[config.mk]
export PLATFORM = sky130hd
export DESIGN_NAME = fifo_queue_with_peek_reverse_unit_flat
export DESIGN_NICKNAME = d
export VERILOG_FILES = /design/src/design/fqpr_pkg.sv /design/src/design/fqpr_in_if.sv /design/src/design/fqpr_out_if.sv /design/src/design/fqpr_ctrl.sv /design/src/design/fqpr_dp.sv /design/src/design/fifo_queue_with_peek_reverse_unit.sv /design/src/flat_wrapper.sv
export SDC_FILE = /design/constraint.sdc
export NUM_CORES = 1
export LEC_CHECK = 0
export BUFFER_PORTS_ARGS = -buffer_cell sky130_fd_sc_hd__buf_2
export CAP_MARGIN = 20
export CELL_PAD_IN_SITES_DETAIL_PLACEMENT = 1
export CELL_PAD_IN_SITES_GLOBAL_PLACEMENT = 1
export CORE_MARGIN = 2
export CORE_UTILIZATION = 40
export DETAILED_ROUTE_END_ITERATION = 12
export PLACE_DENSITY = 0.61
export SLEW_MARGIN = 20
export SYNTH_ARGS = -nofsm -noshare
export SYNTH_HDL_FRONTEND = slang
export SYNTH_SLANG_ARGS = --single-unit
[constraint.sdc]
create_clock -name clk_i -period 10.8 [get_ports clk_i]
set_input_delay 2.16 -clock clk_i [delete_from_list [all_inputs] [get_ports clk_i]]
set_output_delay 2.16 -clock clk_i [all_outputs]
set_load 0.005 [all_outputs]
[src/design/fqpr_pkg.sv]
// ----------------------------------------------------------------------------
// fqpr_pkg
// Shared types and constants of the FIFO queue with peek and reverse.
// ----------------------------------------------------------------------------
package fqpr_pkg;

  // Fixed field widths of the word channels
  localparam int unsigned CmdW    = 2;
  localparam int unsigned ValueW  = 64;
  localparam int unsigned IndexW  = 4;
  localparam int unsigned StatusW = 2;
  localparam int unsigned CountW  = 5;

  typedef enum logic [CmdW-1:0] {
    CMD_ENQ  = 2'd0,
    CMD_DEQ  = 2'd1,
    CMD_PEEK = 2'd2,
    CMD_REV  = 2'd3
  } cmd_e;

  typedef enum logic [StatusW-1:0] {
    ST_OK    = 2'd0,
    ST_EMPTY = 2'd1,
    ST_FULL  = 2'd2,
    ST_RANGE = 2'd3
  } status_e;

  // Controller to datapath
  typedef struct packed {
    logic capture;  // latch the incoming command word
    logic exec;     // check, update pointers, access the store
    logic publish;  // load the result register
  } dp_cmd_t;

  // Datapath to controller
  typedef struct packed {
    logic out_busy; // result register holds a word not yet taken
  } dp_stat_t;

endpackage

[src/design/fqpr_in_if.sv]
// ----------------------------------------------------------------------------
// fqpr_in_if
// Command channel: valid/ready handshake with command, value and index.
// ----------------------------------------------------------------------------
interface fqpr_in_if import fqpr_pkg::*; ();

  logic              valid;
  logic              ready;
  logic [CmdW-1:0]   command;
  logic [ValueW-1:0] value;
  logic [IndexW-1:0] index;

  modport source (output valid, command, value, index, input ready);
  modport sink   (input valid, command, value, index, output ready);

endinterface

[src/design/fqpr_out_if.sv]
// ----------------------------------------------------------------------------
// fqpr_out_if
// Result channel: valid/ready handshake with read data, status and count.
// ----------------------------------------------------------------------------
interface fqpr_out_if import fqpr_pkg::*; ();

  logic               valid;
  logic               ready;
  logic [ValueW-1:0]  read_data;
  logic [StatusW-1:0] status;
  logic [CountW-1:0]  count;

  modport source (output valid, read_data, status, count, input ready);
  modport sink   (input valid, read_data, status, count, output ready);

endinterface

[src/design/fqpr_ctrl.sv]
// ----------------------------------------------------------------------------
// fqpr_ctrl
// Sequencer: accept a word, execute it, then hand the result to the output.
// ----------------------------------------------------------------------------
module fqpr_ctrl import fqpr_pkg::*; (
  input  logic     clk_i,
  input  logic     rst_ni,
  input  logic     in_valid_i,
  output logic     in_ready_o,
  input  logic     out_ready_i,
  input  dp_stat_t stat_i,
  output dp_cmd_t  cmd_o
);

  typedef enum logic [1:0] {
    S_IDLE,
    S_EXEC,
    S_RESP
  } state_e;

  state_e state_q;
  logic   in_ready_q;
  logic   out_free;

  assign out_free   = !stat_i.out_busy || out_ready_i;
  assign in_ready_o = in_ready_q;

  assign cmd_o.capture = in_valid_i && in_ready_q;
  assign cmd_o.exec    = (state_q == S_EXEC);
  assign cmd_o.publish = (state_q == S_RESP) && out_free;

  always_ff @(posedge clk_i or negedge rst_ni) begin
    if (!rst_ni) begin
      state_q    <= S_IDLE;
      in_ready_q <= 1'b1;
    end else begin
      case (state_q)
        S_IDLE: begin
          if (in_valid_i && in_ready_q) begin
            state_q    <= S_EXEC;
            in_ready_q <= 1'b0;
          end
        end
        S_EXEC: begin
          state_q <= S_RESP;
        end
        S_RESP: begin
          // hold until the result register can take the word
          if (out_free) begin
            state_q    <= S_IDLE;
            in_ready_q <= 1'b1;
          end
        end
        default: begin
          state_q    <= S_IDLE;
          in_ready_q <= 1'b1;
        end
      endcase
    end
  end

endmodule

[src/design/fqpr_dp.sv]
// ----------------------------------------------------------------------------
// fqpr_dp
// Ring store, head/count/direction registers and the result register.
// ----------------------------------------------------------------------------
module fqpr_dp import fqpr_pkg::*; #(
  parameter int unsigned DEPTH      = 16,
  parameter int unsigned DATA_WIDTH = 64
) (
  input  logic               clk_i,
  input  logic               rst_ni,
  input  dp_cmd_t            cmd_i,
  output dp_stat_t           stat_o,
  input  logic [CmdW-1:0]    in_command_i,
  input  logic [ValueW-1:0]  in_value_i,
  input  logic [IndexW-1:0]  in_index_i,
  input  logic               out_ready_i,
  output logic               out_valid_o,
  output logic [ValueW-1:0]  out_read_data_o,
  output logic [StatusW-1:0] out_status_o,
  output logic [CountW-1:0]  out_count_o
);

  localparam int unsigned AW = $clog2(DEPTH);
  localparam int unsigned CW = $clog2(DEPTH + 1);
  localparam int unsigned XW = (CW > IndexW) ? CW : IndexW;
  localparam logic [AW-1:0] LastSlot  = AW'(DEPTH - 1);
  localparam logic [CW-1:0] FullCount = CW'(DEPTH);

  function automatic logic [AW-1:0] ring_add(input logic [AW-1:0] base,
                                             input logic [AW-1:0] off);
    logic [AW:0] sum;
    sum = {1'b0, base} + {1'b0, off};
    if (sum >= (AW+1)'(DEPTH)) begin
      sum = sum - (AW+1)'(DEPTH);
    end
    return sum[AW-1:0];
  endfunction

  // latched command word
  cmd_e                  cmd_q;
  logic [DATA_WIDTH-1:0] val_q;
  logic [IndexW-1:0]     idx_q;

  // queue state
  logic [AW-1:0] head_q, head_d;
  logic [CW-1:0] count_q, count_d;
  logic          rev_q, rev_d;

  // execute results
  status_e               status_q, status_d;
  logic                  rd_hit_q;
  logic [DATA_WIDTH-1:0] rdata_q;
  logic [DATA_WIDTH-1:0] mem [DEPTH];

  // result register
  logic               out_valid_q;
  logic [ValueW-1:0]  out_data_q;
  logic [StatusW-1:0] out_status_q;
  logic [CountW-1:0]  out_count_q;

  logic          is_full, is_empty, bad_index, ok;
  logic [CW-1:0] rd_k, rd_off;
  logic [AW-1:0] rd_addr, wr_addr;
  logic          do_wr, do_rd;

  assign is_full   = (count_q == FullCount);
  assign is_empty  = (count_q == '0);
  assign bad_index = (XW'(idx_q) >= XW'(count_q));

  always_comb begin
    case (cmd_q)
      CMD_ENQ:  status_d = is_full   ? ST_FULL  : ST_OK;
      CMD_DEQ:  status_d = is_empty  ? ST_EMPTY : ST_OK;
      CMD_PEEK: status_d = bad_index ? ST_RANGE : ST_OK;
      CMD_REV:  status_d = ST_OK;
      default:  status_d = ST_OK;
    endcase
  end

  assign ok = (status_d == ST_OK);

  // logical position to slot; when reversed, positions count down from head + count - 1
  assign rd_k    = (cmd_q == CMD_PEEK) ? CW'(XW'(idx_q)) : '0;
  assign rd_off  = rev_q ? (count_q - CW'(1) - rd_k) : rd_k;
  assign rd_addr = ring_add(head_q, AW'(rd_off));
  assign wr_addr = rev_q ? ring_add(head_q, LastSlot) : ring_add(head_q, AW'(count_q));

  assign do_wr = cmd_i.exec && ok && (cmd_q == CMD_ENQ);
  assign do_rd = cmd_i.exec && ok && ((cmd_q == CMD_DEQ) || (cmd_q == CMD_PEEK));

  always_comb begin
    head_d  = head_q;
    count_d = count_q;
    rev_d   = rev_q;
    if (cmd_i.exec && ok) begin
      case (cmd_q)
        CMD_ENQ: begin
          count_d = count_q + CW'(1);
          if (rev_q) begin
            head_d = wr_addr;
          end
        end
        CMD_DEQ: begin
          count_d = count_q - CW'(1);
          if (!rev_q) begin
            head_d = ring_add(head_q, AW'(1));
          end
        end
        CMD_REV: begin
          rev_d = !rev_q;
        end
        default: begin
          head_d = head_q;
        end
      endcase
    end
  end

  always_ff @(posedge clk_i or negedge rst_ni) begin
    if (!rst_ni) begin
      head_q      <= '0;
      count_q     <= '0;
      rev_q       <= 1'b0;
      out_valid_q <= 1'b0;
    end else begin
      head_q  <= head_d;
      count_q <= count_d;
      rev_q   <= rev_d;
      if (cmd_i.publish) begin
        out_valid_q <= 1'b1;
      end else if (out_ready_i) begin
        out_valid_q <= 1'b0;
      end
    end
  end

  always_ff @(posedge clk_i) begin
    if (cmd_i.capture) begin
      cmd_q <= cmd_e'(in_command_i);
      val_q <= in_value_i[DATA_WIDTH-1:0];
      idx_q <= in_index_i;
    end
    if (cmd_i.exec) begin
      status_q <= status_d;
      rd_hit_q <= do_rd;
    end
    if (cmd_i.publish) begin
      out_data_q   <= rd_hit_q ? ValueW'(rdata_q) : '0;
      out_status_q <= status_q;
      out_count_q  <= CountW'(count_q);
    end
  end

  // single-port style store: one write or one registered read per cycle
  always_ff @(posedge clk_i) begin
    if (do_wr) begin
      mem[wr_addr] <= val_q;
    end
    if (do_rd) begin
      rdata_q <= mem[rd_addr];
    end
  end

  assign stat_o.out_busy = out_valid_q;
  assign out_valid_o     = out_valid_q;
  assign out_read_data_o = out_data_q;
  assign out_status_o    = out_status_q;
  assign out_count_o     = out_count_q;

endmodule

[src/design/fifo_queue_with_peek_reverse_unit.sv]
// ----------------------------------------------------------------------------
// fifo_queue_with_peek_reverse_unit
// Bounded FIFO of data words with enqueue, dequeue, peek and whole-queue
// reversal; each command word yields one result word.
// ----------------------------------------------------------------------------
//
//   Channel  Dir  Handshake          Payload
//   -------  ---  -----------------  ---------------------------------------
//   cmd_i    in   valid / ready      command[1:0], value[63:0], index[3:0]
//   rsp_o    out  valid / ready      read_data[63:0], status[1:0], count[4:0]
//
// Each command word passes through capture, execute (status check,
// pointer update and at most one access to the ring store), and result
// load. The store's registered read port sets the execute-to-result step.
// Reset clears head, count and direction; the store is not cleared.
// A stalled result holds in the output register; the next command word is
// accepted while it waits, and the sequencer holds in its result step until
// the register frees up.
// ----------------------------------------------------------------------------
module fifo_queue_with_peek_reverse_unit import fqpr_pkg::*; #(
  parameter int unsigned DEPTH      = 16,
  parameter int unsigned DATA_WIDTH = 64
) (
  input  logic      clk_i,
  input  logic      rst_ni,
  fqpr_in_if.sink   cmd_i,
  fqpr_out_if.source rsp_o
);

  dp_cmd_t  dp_cmd;
  dp_stat_t dp_stat;

  // sequencer: one command word in flight at a time
  fqpr_ctrl u_ctrl (
    .clk_i       (clk_i),
    .rst_ni      (rst_ni),
    .in_valid_i  (cmd_i.valid),
    .in_ready_o  (cmd_i.ready),
    .out_ready_i (rsp_o.ready),
    .stat_i      (dp_stat),
    .cmd_o       (dp_cmd)
  );

  // ring store plus head/count/direction and the result register
  fqpr_dp #(
    .DEPTH      (DEPTH),
    .DATA_WIDTH (DATA_WIDTH)
  ) u_dp (
    .clk_i           (clk_i),
    .rst_ni          (rst_ni),
    .cmd_i           (dp_cmd),
    .stat_o          (dp_stat),
    .in_command_i    (cmd_i.command),
    .in_value_i      (cmd_i.value),
    .in_index_i      (cmd_i.index),
    .out_ready_i     (rsp_o.ready),
    .out_valid_o     (rsp_o.valid),
    .out_read_data_o (rsp_o.read_data),
    .out_status_o    (rsp_o.status),
    .out_count_o     (rsp_o.count)
  );

endmodule

[src/flat_wrapper.sv]
// flat-port wrapper written by rule: the top's interface ports become plain ports
module fifo_queue_with_peek_reverse_unit_flat import fqpr_pkg::*;
#(
  parameter int unsigned DEPTH      = 16,
  parameter int unsigned DATA_WIDTH = 64
)
  (clk_i, rst_ni, cmd_i_valid, cmd_i_command, cmd_i_value, cmd_i_index, cmd_i_ready, rsp_o_valid, rsp_o_read_data, rsp_o_status, rsp_o_count, rsp_o_ready);
  fqpr_in_if cmd_i_i ();
  fqpr_out_if rsp_o_i ();
  input  logic clk_i;
  input  logic rst_ni;
  input wire logic [$bits(cmd_i_i.valid)-1:0] cmd_i_valid;
  input wire logic [$bits(cmd_i_i.command)-1:0] cmd_i_command;
  input wire logic [$bits(cmd_i_i.value)-1:0] cmd_i_value;
  input wire logic [$bits(cmd_i_i.index)-1:0] cmd_i_index;
  output wire logic [$bits(cmd_i_i.ready)-1:0] cmd_i_ready;
  output wire logic [$bits(rsp_o_i.valid)-1:0] rsp_o_valid;
  output wire logic [$bits(rsp_o_i.read_data)-1:0] rsp_o_read_data;
  output wire logic [$bits(rsp_o_i.status)-1:0] rsp_o_status;
  output wire logic [$bits(rsp_o_i.count)-1:0] rsp_o_count;
  input wire logic [$bits(rsp_o_i.ready)-1:0] rsp_o_ready;
  assign cmd_i_i.valid = cmd_i_valid;
  assign cmd_i_i.command = cmd_i_command;
  assign cmd_i_i.value = cmd_i_value;
  assign cmd_i_i.index = cmd_i_index;
  assign cmd_i_ready = cmd_i_i.ready;
  assign rsp_o_valid = rsp_o_i.valid;
  assign rsp_o_read_data = rsp_o_i.read_data;
  assign rsp_o_status = rsp_o_i.status;
  assign rsp_o_count = rsp_o_i.count;
  assign rsp_o_i.ready = rsp_o_ready;
  fifo_queue_with_peek_reverse_unit #(.DEPTH(DEPTH), .DATA_WIDTH(DATA_WIDTH)) u_core (.clk_i(clk_i), .rst_ni(rst_ni), .cmd_i(cmd_i_i), .rsp_o(rsp_o_i));
endmodule
# Yosys cells after proc, flatten, opt, wreduce, memory -nomap -nowiden
# Memories as Yosys holds them, arrays and structs flattened. A register that Yosys moved wholly into a read port is not among the register bits.
# Index checks and enable logic that the tools add are counted.
dict set report classes {
  add_sub_neg 11
  n_mul 0
  div_mod_pow 0
  order_cmp 5
  n_eq_ne 10
  n_shift 0
  mux 25
  n_bitwise 1
  n_reduce_logical 20
}
# op count
set ops {}
lappend ops {{2-to-1 mux 4 bit} 9}
lappend ops {{greater-or-equal comparator 5 bit, second input constant} 4}
lappend ops {{subtractor 4 x 1 -> 4 bit, second input constant} 4}
lappend ops {{adder 4 x 4 -> 5 bit} 2}
lappend ops {{one-hot mux 5 bit (2 select lines)} 1}
lappend ops {{2-to-1 mux 2 bit} 4}
lappend ops {{one-hot mux 2 bit (4 select lines)} 1}
lappend ops {{one-hot mux 4 bit (2 select lines)} 1}
lappend ops {{2-to-1 mux 1 bit} 7}
lappend ops {{equality test 2 bit, second input constant} 3}
lappend ops {{zero test 2 bit} 3}
lappend ops {{inequality test 2 bit, second input constant} 3}
lappend ops {{one-hot mux 2 bit (3 select lines)} 1}
lappend ops {{AND reduction 2 bit} 3}
lappend ops {{adder 4 x 1 -> 5 bit, second input constant} 1}
lappend ops {{adder 4 x 4 -> 5 bit, second input constant} 1}
lappend ops {{adder 5 x 1 -> 5 bit, second input constant} 1}
lappend ops {{equality test 5 bit, second input constant} 1}
lappend ops {{greater-or-equal comparator 4 x 5 -> 1 bit} 1}
lappend ops {{logical AND 1 bit} 5}
lappend ops {{zero test 5 bit} 1}
lappend ops {{subtractor 5 x 1 -> 5 bit, second input constant} 1}
lappend ops {{equality test 2 x 1 -> 1 bit, second input constant} 2}
lappend ops {{AND reduction 4 bit} 1}
lappend ops {{8 further kinds} 11}
dict set report word_totals {
  ff_bits 158
  latchBits 0
  ramBits 1024
  mem_bits_ro 0
  input_bits 74
  out_inout_bits 73
  elab_cells 87
  memories 1
}
# name words width rd rd_clocked_by_memory_dff wr line_no
set memory_table {}
lappend memory_table {u_core.u_dp.mem 16 64 1 1 1 fqpr_dp.sv:53} ;# logic [DATA_WIDTH-1:0] mem [DEPTH];

# Logic depth before layout (Yosys ltp)
# Gate-level depths: netlist (run 1).
dict set report depth {
  word_depth 8
  ltp_mapped 14
  depth_no_buf 13
}

# Hierarchy
# From an unflattened synthesis (run 1), not the netlist that was laid out.
dict set report hier_totals {
  cells_unflattened 2023
  hier_area_um2 47087.7
}
# mod instances cells_per_inst area_per_inst_um2 seq_area_each_um2
set by_module_without_submodules {}
lappend by_module_without_submodules {fqpr_dp 1 2009 46931.3 37270.7}
lappend by_module_without_submodules {fqpr_ctrl 1 14 156.4 76.3}

# Worst setup path after synthesis (run 1)
# OpenSTA, ideal clock, no wires.
dict set report synth_timing {
  path_kind {register -> register}
  startpoint {register u_core.u_dp.rev_q}
  endpoint {memory u_core.u_dp.mem[6][0] (enable)}
  setup_ns 0.643
  arrival_time_ns 8.126
  required_time_ns 10.157
  slack_ns 2.031
  path_stages_with_launch 10
  path_buffers 1
  period_less_slack_ns 8.769
  cell_sequence {dfrtp_1 buf_2 clkinv_1 nand2_1 ha_1 a21o_1 a21oi_1 xnor2_1 or3_1 nor4_1}
}
dict set report synth_via {
  elab_chain_len 1
}
# element line_no
set synth_lines {}
lappend synth_lines {{start, declared} fqpr_dp.sv:47} ;# logic rev_q, rev_d;
lappend synth_lines {{start signal, assigned} fqpr_dp.sv:128} ;# rev_q <= rev_d;
lappend synth_lines {{2-to-1 mux 4 bit} fqpr_dp.sv:86} ;# assign wr_addr = rev_q ? ring_add(head_q, LastSlot) : ring_add(head_q, AW'(count_q));
lappend synth_lines {{end, declared} fqpr_dp.sv:53}
# Every way passes these cells.

# Worst setup path in the final report (run 1)
dict set report layout_timing {
  startpoint {register u_core.u_dp.cmd_q[0]}
  endpoint {register u_core.u_dp.rdata_q[44], read port of u_core.u_dp.mem (data pin)}
}
dict set report layout_via {
  elab_chain_len 7
  elab_cells_between_ends 16
  classes_between {3 x add/sub; 1 x order compare; 3 x eq/ne; 4 x mux; 5 x reduce/logical}
}
# element line_no
set layout_lines {}
lappend layout_lines {{start, declared} fqpr_dp.sv:40} ;# cmd_e cmd_q;
lappend layout_lines {{start signal, assigned} fqpr_dp.sv:139} ;# cmd_q <= cmd_e'(in_command_i);
lappend layout_lines {{equality test 2 bit} {fqpr_dp.sv:71, fqpr_dp.sv:83, fqpr_dp.sv:89}}
lappend layout_lines {{2-to-1 mux 4 bit} fqpr_dp.sv:83} ;# assign rd_k = (cmd_q == CMD_PEEK) ? CW'(XW'(idx_q)) : '0;
lappend layout_lines {{subtractor 4 bit} fqpr_dp.sv:84} ;# assign rd_off = rev_q ? (count_q - CW'(1) - rd_k) : rd_k;
lappend layout_lines {{2-to-1 mux 4 bit} fqpr_dp.sv:84}
lappend layout_lines {{adder 4 x 4 -> 5 bit} fqpr_dp.sv:32} ;# sum = {1'b0, base} + {1'b0, off};
lappend layout_lines {{subtractor 4 x 1 -> 4 bit or greater-or-equal comparator 5 bit (tied branches)} {fqpr_dp.sv:34, fqpr_dp.sv:33}}
lappend layout_lines {{2-to-1 mux 4 bit} fqpr_dp.sv:33} ;# if (sum >= (AW+1)'(DEPTH)) begin
lappend layout_lines {{end, declared} fqpr_dp.sv:52} ;# logic [DATA_WIDTH-1:0] rdata_q;
# Parallel ways exist; a longest one is shown, timed or not.
# A chain may end at the register's enable or synchronous reset.

==> results of run 1 <==
## cell families (layout without fill, tap and decap cells)
kind of cell | after synthesis | in the layout | synth area share
AND/OR/NAND/NOR | 145 | 145 | 0.0175
AO/OA/AOI/OAI | 37 | 37 | 0.00539
flip-flops | 1246 | 1246 | 0.792
XOR/XNOR | 16 | 16 | 0.00337
adder cells (fa/ha/maj) | 24 | 24 | 0.00684
multiplexers | 450 | 450 | 0.163
buffers and inverters | 108 | 449 | 0.0116
## flip-flops by register name (all words and copies together), names as in the netlist
| signal | flops |
|---|---|
| u_core.u_dp.mem | 1024 |
| u_core.u_dp.out_read_data_o | 64 |
| u_core.u_dp.rdata_q | 64 |
| u_core.u_dp.val_q | 64 |
| u_core.u_dp.count_q | 5 |
| u_core.u_dp.out_count_o | 5 |
| u_core.u_dp.head_q | 4 |
| u_core.u_dp.idx_q | 4 |
| u_core.u_ctrl.state_q | 2 |
| u_core.u_dp.cmd_q | 2 |
| u_core.u_dp.out_status_o | 2 |
| u_core.u_dp.status_q | 2 |
| u_core.u_ctrl.in_ready_o | 1 |
| u_core.u_dp.out_valid_o | 1 |
| u_core.u_dp.rd_hit_q | 1 |
| u_core.u_dp.rev_q | 1 |
## cell usage after synthesis, types with 7 or more instances
cell / count / area, um2
a21oi_1: 9 / 45.0
and2_1: 67 / 419
buf_2: 28 / 140
clkbuf_1: 53 / 199
dfrtp_1: 13 / 325
edfxtp_1: 1232 / 37000
ha_1: 21 / 263
inv_1: 18 / 67.6
mux2i_1: 194 / 1940
mux4_2: 256 / 5770
nand2_1: 14 / 52.6
nor2_1: 25 / 93.8
xnor2_1: 8 / 70.1
xor2_1: 7 / 61.3
## power groups by stage
stage,sequential (uW),combinational (uW),clock [uW]
finish,5880,5240,4330
global route,5910,5680,4600
CTS,5880,5390,4440
detailed placement,5980,5360,0
global placement,5960,5290,0
floorplan,5920,4250,0
## stage by stage
stage	util	area [um2]	total power [uW]	worst slack [ps]	instances
after floorplan	-	47200	10200	2030	2026
after global placement	0.428	49900	11200	5570	3656
after detailed placement	0.428	49900	11300	5520	3656
after CTS	0.464	54000	15700	5490	3891
after global routing	0.464	54000	16200	5270	3891
final	0.464	54000	15400	5570	3891
## layout make-up
class	count	area, um2
fill	10400	62500
sequential	1246	37300
multi-input combinational	672	9440
clock buffer	170	3570
tap	1524	1910
timing repair buffer	195	1140
clock inverter	65	539
inverter	19	71.3
## worst register-to-register path: cells and delay by family (launching register included)
family        cells  cell delay (ps)
buf+inv           3              920
mux               4             1180
fa+ha+maj         4             2310
flops             1              380
simple gates      1              190
## layer usage
layer	share of wire	global-route usage	wire length [um]	vias up
met5	0	0	0	-
met4	0.018	0.0483	1980	0
met3	0.050	0.0313	5430	156
met2	0.50	0.303	54100	532
met1	0.43	0.250	47000	11500
li1	-	-	-	8936
## how the worst max path moves through the flow
stage	end	slack (ps)
floorplan	u_core.u_dp.mem[6][0]	2030
global placement	u_core.u_dp.rdata_q[44]	5570
detailed placement	u_core.u_dp.rdata_q[43]	5520
CTS	u_core.u_dp.rdata_q[44]	5490
global route	u_core.u_dp.rdata_q[44]	5270
finish	u_core.u_dp.rdata_q[44]	5570
==> flow_results.org, run 1 <==
** Run status
- Run status :: finished clean

** Yosys
- Ys flop type :: edfxtp_1
- When the netlist entered floorplanning its net count stood at roughly 2100.
- Synthesized netlist cell count :: 2026
- Yosys warning count :: 0
- The synthesized design contains 1232 enable-type register cells.
- Post-synthesis cell area :: 0.0472 mm2
- The synthesized design contains ~1200 register bits.
- Of the synthesized area, sequential elements account for 0.792.
- Async set-or-reset flop fraction in the synthesized netlist :: 0.0112
- Synthesized area per cell :: 23.3 um2
- Netlist cell types :: between 40 and 50

** STA
- Clock skew on the completed layout was measured at 36.4 ps.
- Static timing analysis puts the maximum clock frequency at 0.191 GHz.
- Setup TNS :: 0 ps
- The final-report hold violation count was 0.
- Number of pins with negative max-slew slack in the final report :: 0
- RSZ-0062 raised after global routing :: no
- Measured against its own limit, the worst slew margin works out to 0.299.
- The tightest hold path in the finished design has a slack of 393 ps.
- Dividing the final minimum period by the clock period gives 0.484.
- Setup violations remaining at the end of the flow were counted as 0.
- At the pin with the least slew margin, the transition time is 1050 ps.
- Shortest clock period the worst path allows after layout :: 5230 ps

** Clock tree
- The clock reaches the later pin of the worst-skew pair after 740 ps.
- CTS root buf :: clkbuf_16
- Cts hold-fix bufs :: 0
- TritonCTS created between 100 and 150 clock buffers.
- Number of gates resized after CTS :: 0
- H-tree depth reported by CTS :: 4
- Number of buffers added for setup after CTS :: 0
- TritonCTS built the clock tree.
- The longest clock path from root to sink contains 3 buffers.
- Clk pin slew, worst setup/hold paths :: 60 ps
- Num Clock Sinks :: 1246

** Power
- Of the total power, the clock network draws 0.280.
- Power density over the cells :: ~290 mW/mm2
- The internal power of the cells totals 10800 uW.
- Of the total power, combinational logic draws 0.339.
- Leakage power summed over all cells :: approximately 0.018 uW
- Summed over all nets, the switching power comes to 4650 uW.
- Fraction of power spent switching nets :: 0.301
- Of the total power, registers draw 0.381.
- VDD sags by at most 0.000460 V.

** Setup path
- Arr. time, crit path :: 5690 ps
- The largest single stage delay on the critical path is 1360 ps.
- R2R cell count :: 12
- Cells along the critical path :: inv_1, ha_1, and2_1, ha_1, fa_1, mux2i_1, inv_1, fa_4, buf_12, mux4_2, mux2i_1, mux2i_1
- For this design, the slowest cell found on the critical path is fa_4.
- Crit path capture type :: flip-flop
- Crit-path most repeated cell :: mux2i_1
- The setup path with the least slack is of type flip-flop to flip-flop.
- Count of cell instances traversed by the critical path :: 12
- Across all register-to-register paths, the minimum setup slack is 5570 ps.
- Biggest fanout along the worst timing path :: roughly 150
- Tracing the worst setup path back leads to its startpoint at u_core.u_dp.cmd_q[0].
- Among cell families on the critical path, the largest total delay comes from adder cells.
- The worst register-to-register path ends at u_core.u_dp.rdata_q[44].
- Required arrival time at the worst endpoint :: 11260 ps
- Count of buffer and inverter cells on the critical path :: 3
- Critical Path Start Type :: flip-flop
- Worst reg2reg startpoint :: u_core.u_dp.cmd_q[0]

** Floorplan
- The total area inside the core boundary comes to 0.117 mm2.
- The initialized floorplan defines 125 standard-cell rows.
- For this configuration, the core starts out at a cell density of 0.405.
- Io pins :: 147
- Floorplan die width :: 347 um
- Chip Height :: 347 um
- Floorplan die area :: 0.121 mm2

** Flow run
- Max-capacitance violation count :: 0

** Detailed routing
- Count of routing violations after the opening detailed-route iteration :: 1790
- The routed layout has 21100 vias.
- Number of remaining DRC errors :: 0
- DR WL/cell :: 27.9 um
- Antenna-violating nets left :: 0
- Dividing the detail-routed via count by the number of cells gives about 5.4.
- After detailed routing, the total wire length is ~110000 um.
- DRT Pass-1 Iters :: 7

** Final layout
- From synthesis to final layout, the design area changed by 14.5%.
- Top library cells by usage in the layout, fill and taps aside :: 1232 x edfxtp_1, 256 x mux4_2, 194 x mux2i_1, 146 x buf_2, 138 x clkbuf_16
- # nets final :: 2365
- Leaving out fill and tap cells, the most frequent cell in the layout is edfxtp_1.
- Share of layout cells above drive strength 1 :: 0.278
- Diode insertion count for antenna repair :: 0

** Placement
- Weighted congestion at the end of routability-driven global placement :: 0.738
- HPWL after detailed placement :: 54400 um
- In this run the tool buffered the top-level ports with 146 buffer cells.

** Global routing
- Overall Global Routing Usage :: 0.182
- The initial antenna violation count came to 3.
- Largest net degree at the start of global routing :: 149
- The number of global-route vias before repair was about 23000.
- Total grt overflow :: 0
- Wire length of the first global-routing pass :: 160000 um

** Worst hold path
- The worst hold path passes through 0 cells.
- The startpoint identified for the worst hold timing path is u_core.u_dp.status_q[0].
- Hold/Removal Path Class :: flip-flop to flip-flop
- The worst hold path terminates at u_core.u_dp.out_status_o[0].
Power figures use the tool's default switching activity.
==> run 2, diff against run 1 <==
--- a/config.mk
+++ b/config.mk
@@ -5,6 +5,7 @@
 export SDC_FILE = /design/constraint.sdc
 export NUM_CORES = 1
 export LEC_CHECK = 0
+export ABC_AREA = 1
 export BUFFER_PORTS_ARGS = -buffer_cell sky130_fd_sc_hd__buf_2
 export CAP_MARGIN = 20
 export CELL_PAD_IN_SITES_DETAIL_PLACEMENT = 1
@@ -12,7 +13,7 @@
 export CORE_MARGIN = 2
 export CORE_UTILIZATION = 40
 export DETAILED_ROUTE_END_ITERATION = 12
-export PLACE_DENSITY = 0.61
+export PLACE_DENSITY = 0.68
 export SLEW_MARGIN = 20
 export SYNTH_ARGS = -nofsm -noshare
 export SYNTH_HDL_FRONTEND = slang
==> constraint.sdc (replaced) <==
create_clock -name clk_i -period 4.6 [get_ports clk_i]
set_input_delay 0.92 -clock clk_i [delete_from_list [all_inputs] [get_ports clk_i]]
set_output_delay 0.92 -clock clk_i [all_outputs]
set_load 0.005 [all_outputs]
==> flow_results.org, run 2 <==
** Run status
- Run status :: finished clean

** Clock tree
- The post-cts repair resize count is 0 (unchanged).
- The number of buffers added to fix hold violations after cts came to 0 (unchanged).
- TritonCTS clock tree :: done
- H-tree depth reported by CTS :: 4 (unchanged)
- The number of setup buffers added after CTS came to 0 (unchanged).
- The clock transition at the registers of the reported paths was 60 ps (about the same).
- The number of buffers created by CTS was 135 (+1.5%).
- The cell sitting at the root of the clock tree is a clkbuf_16.
- Num Clock Sinks :: 1246 (unchanged)
- Maximum buffer depth of the clock tree :: 3 (unchanged)
- The later-pin clock latency in the skew report came to 760 ps (+20 ps).

** Global routing
- Total grt overflow :: 0 (unchanged)
- The initial antenna violation count was 2 (-1).
- Number of global-route vias before repair :: 32200 (+39%)
- Overall Global Routing Usage :: 0.213 (+0.0304)
- The wire length of the first global-routing pass is 202000 um (+27%).
- The pin count of the biggest net entering global routing came to 225 (+51%).

** STA
- Setup repair after global routing left no endpoint under its margin.
- Max frequency :: 0.235 GHz (+23%)
- The total setup violations reported at the end of the flow came to 0 (unchanged).
- The worst-margin pin slew came to 1010 ps (-39.0 ps).
- The final max-slew violation count was 0 (unchanged).
- The final-report hold violation count came to 0 (unchanged).
- Final Skew :: 29.7 ps (-6.70 ps)
- The share of the clock period used by the worst path after layout was 0.923 (+0.439).
- The clock period minus final worst setup slack came to 4250 ps (-984 ps).
- Rel. slew slack :: 0.325 (+0.0260)

** Yosys
- The number of standard cells after synthesis was 3968 (+96%).
- The register bit count reported by yosys is 1246 (unchanged).
- The net count after synthesis was 4066 (+91%).
- Sorting the synthesized cells by how often they occur yields 1232 x edfxtp_1, 679 x nor2_1, 644 x nand2_1.
- Async set-or-reset flop fraction in the synthesized netlist :: 0.0112 (unchanged)
- Library cell with the highest instance count after synthesis :: edfxtp_1
- The register area share after synthesis was 0.754 (-0.0375).
- The count of flip-flops with a built-in enable after synthesis was 1232 (unchanged).
- Ys flop type :: edfxtp_1
- Most area-hungry cell type in the Yosys netlist :: edfxtp_1
- Synthesized area per cell :: 12.5 um2 (-46%)
- The combined area of all synthesized cells came to 0.0495 mm2 (+5.0%).
- By area the synthesized netlist is led by edfxtp_1 75%, nor2_1 5.1%, nand2_1 4.9%.
- Netlist cell types :: 34 (-29%)
- The fraction of synthesized cell area taken by the top area cell type was 0.747 (-0.0372).
- Yosys warning count :: 0 (unchanged)

** Setup path
- The worst setup path is of the flip-flop to flip-flop kind.
- Crit Reg-Reg Endpoint :: u_core.u_dp.rdata_q[16]
- Master of the slowest instance on the critical path :: fa_4
- The endpoint required time on the critical path came to 5210 ps (-6050 ps).
- The worst setup path is launched from a flip-flop.
- The largest fanout of any net on the critical path came to 119 (-20%).
- Slack of the worst reg-to-reg path :: 350 ps (-5220 ps)
- R2R cell count :: 16 (+4)
- In this run the critical register-to-register path is launched from u_core.u_dp.cmd_q[0].
- The worst setup path is captured at a flip-flop.
- Counting stages on the worst path, the most repeated cell is nand2_1.
- Delay of the slowest critical-path stage :: 840 ps (-520 ps)
- The arrival time at the worst endpoint came to 4860 ps (-830 ps).
- Cells along the critical path :: inv_1, ha_1, nand2_1, inv_1, ha_1, fa_1, o21ai_0, inv_1, fa_4, buf_12, o21ai_0, o21ai_0, nand2_1, nand2_1, nand3_1, nand2_1

** Final layout
- Share of layout cells above drive strength 1 :: 0.106 (-0.173)
- Register with the most flip-flops :: u_core.u_dp.mem
- FILL cells :: 12700 (+22%)
- Total area of sequential cells :: 0.0373 mm2 (unchanged)
- The number of nets in the final layout was 4201 (+78%).
- The number of flip-flops under the largest register name came to 1024 (unchanged).
- Final instance count without filler cells :: 5842 (+50%)
- The final cell area excluding filler cells was 0.0566 mm2 (+4.9%).
- The library cell used most frequently in the layout, excluding fill and tap cells, is edfxtp_1.
- The multi-input combinational cell area came to 0.0104 mm2 (+10%).
- Leaving out fill and tap cells, the most frequent cells in the layout are 1232 x edfxtp_1, 661 x nor2_1, 644 x nand2_1, 455 x o21ai_0, 330 x o21ai_1.
- The count of inserted antenna diode cells came to 0 (unchanged).
- Area grow syn2layout :: 14.4% (about the same)

** Placement
- The instance area at placement is 0.0524 mm2 (+5.0%).
- Count of buffers from port buffering :: 146 (unchanged)
- The post-placement cell count is 5603 (+53%).
- Weighted congestion at the end of routability-driven global placement :: 0.760 (+2.9%)
- The half-perimeter wire length after detailed placement came to 67000 um (+23%).

** Power
- The maximum vdd drop is 0.00128 V (+180%).
- The net switching power was 18400 uW (+300%).
- Tot Pwr :: 43900 uW (+180%)
- The sequential power share was 0.318 (-0.063).
- The combinational cell fraction of total power came to 0.443 (+0.104).
- Leakage power summed over all cells :: 0.0203 uW (+14%)
- The clock share of power is 0.239 (-0.041).
- The total power per unit cell area came to 774 mW/mm2 (+170%).
- The cell-internal power is 25500 uW (+140%).
- Fraction of power spent switching nets :: 0.420 (+0.119)

** Detailed routing
- The via density per instance came to 5.31 (-2.0%).
- The number of routed nets with antenna violations came to 0 (unchanged).
- The final routed DRC violation total is 0 (unchanged).
- The number of violations reported at the end of detailed-routing iteration 0 was 2691 (+50%).
- DRT Pass-1 Iters :: 5 (-2)
- DR WL/cell :: 23.1 um (-17%)
- Number of vias in the routed layout :: 31000 (+47%)
- Total Wirelength :: 135000 um (+24%)

** Floorplan
- Io pins :: 147 (unchanged)
- The total die area is 0.127 mm2 (+4.9%).
- The total number of placement rows is 129 (+3.2%).
- The overall die width is 356 um (+2.4%).
- The placeable core region is 0.123 mm2 (+5.8%).
- The die boundary height is 356 um (+2.4%).
- Initial standard-cell utilization of the core :: 0.401 (-0.00327)

** Worst hold path
- Hold/Removal Path Class :: input pin to async pin

** Flow run
- Max-capacitance violation count :: 0 (unchanged)
## run 2: changes by cell type after synthesis, sizes merged, moves of 8 or more
cell / delta
o21ai: +780
nor2: +655
nand2: +635
mux4: -256
mux2i: -194
inv: +163
buf: +97
nand3: +82
and2: -67
a21oi: +60
clkbuf: +42
xnor2: -8
## run 2: kinds of logic (layout without fill, tap and decap cells)
logic type	count (synthesis)	count (layout)	share of synthesized area
xor+xnor	8	8	0.00142
buf+inv	410	647	0.0396
compound gates	859	859	0.0871
simple gates	1421	1421	0.111
fa+ha+maj	24	24	0.00652
flops	1246	1246	0.754
## run 2: worst max-delay path by stage
stage / from / endpoint / slack, ps / cells after the start
after floorplan: u_core.u_dp.rev_q / u_core.u_dp.mem[0][0] / -360 / 11
after global placement: u_core.u_dp.cmd_q[0] / u_core.u_dp.rdata_q[34] / 470 / 18
after detailed placement: u_core.u_dp.cmd_q[0] / u_core.u_dp.rdata_q[38] / 330 / 17
after CTS: u_core.u_dp.cmd_q[0] / u_core.u_dp.rdata_q[9] / 330 / 16
after global routing: u_core.u_dp.cmd_q[0] / u_core.u_dp.rdata_q[34] / 50 / 18
final: u_core.u_dp.cmd_q[0] / u_core.u_dp.rdata_q[16] / 350 / 16
## run 2: power groups by stage
stage	sequential (uW)	clock [uW]	combinational (uW)
3_5_place_dp	14200	0	19500
2_1_floorplan	14000	0	13800
5_1_grt	14000	11100	22000
6_report	13900	10500	19400
3_3_place_gp	14100	0	18900
4_1_cts	13900	10700	19700
## run 2: cell type report
| cell class | instances | share of cell area |
|---|---|---|
| well taps | 1637 | 0.0362 |
| clock inverters | 73 | 0.0122 |
| multi-input cells | 2312 | 0.183 |
| clock buffers | 166 | 0.0628 |
| inverters | 182 | 0.0125 |
| repair buffers | 226 | 0.0337 |
| flip-flops and latches | 1246 | 0.659 |
## run 2: worst max-delay path: cells and delay by family, from the launching register on
kind,cells,cell delay (ps)
DFF,1,380
buffers and inverters,4,640
AOI/OAI and AO/OA,3,690
and+or+nand+nor,5,510
adders and majority gates,4,1800
## run 2: per-layer routing
metal  GRT usage  part of all wire  up-vias
met3      0.0274             0.042      194
met1       0.282              0.44    16000
li1            -                 -    14100
met2       0.367              0.50      730
met5           0                 0        -
met4      0.0607             0.021        0
## run 2: metrics by stage
| step | TNS (ps) | hold slack [ps] | utilization | worst slack [ps] |
|---|---|---|---|---|
| after floorplan | -182950 | 400 | - | -357 |
| after global placement | 0 | 405 | 0.425 | 472 |
| after detailed placement | 0 | 409 | 0.425 | 329 |
| after CTS | 0 | 64.1 | 0.459 | 326 |
| after global routing | 0 | 96.6 | 0.459 | 49.0 |
| final | 0 | 97.6 | 0.459 | 352 |
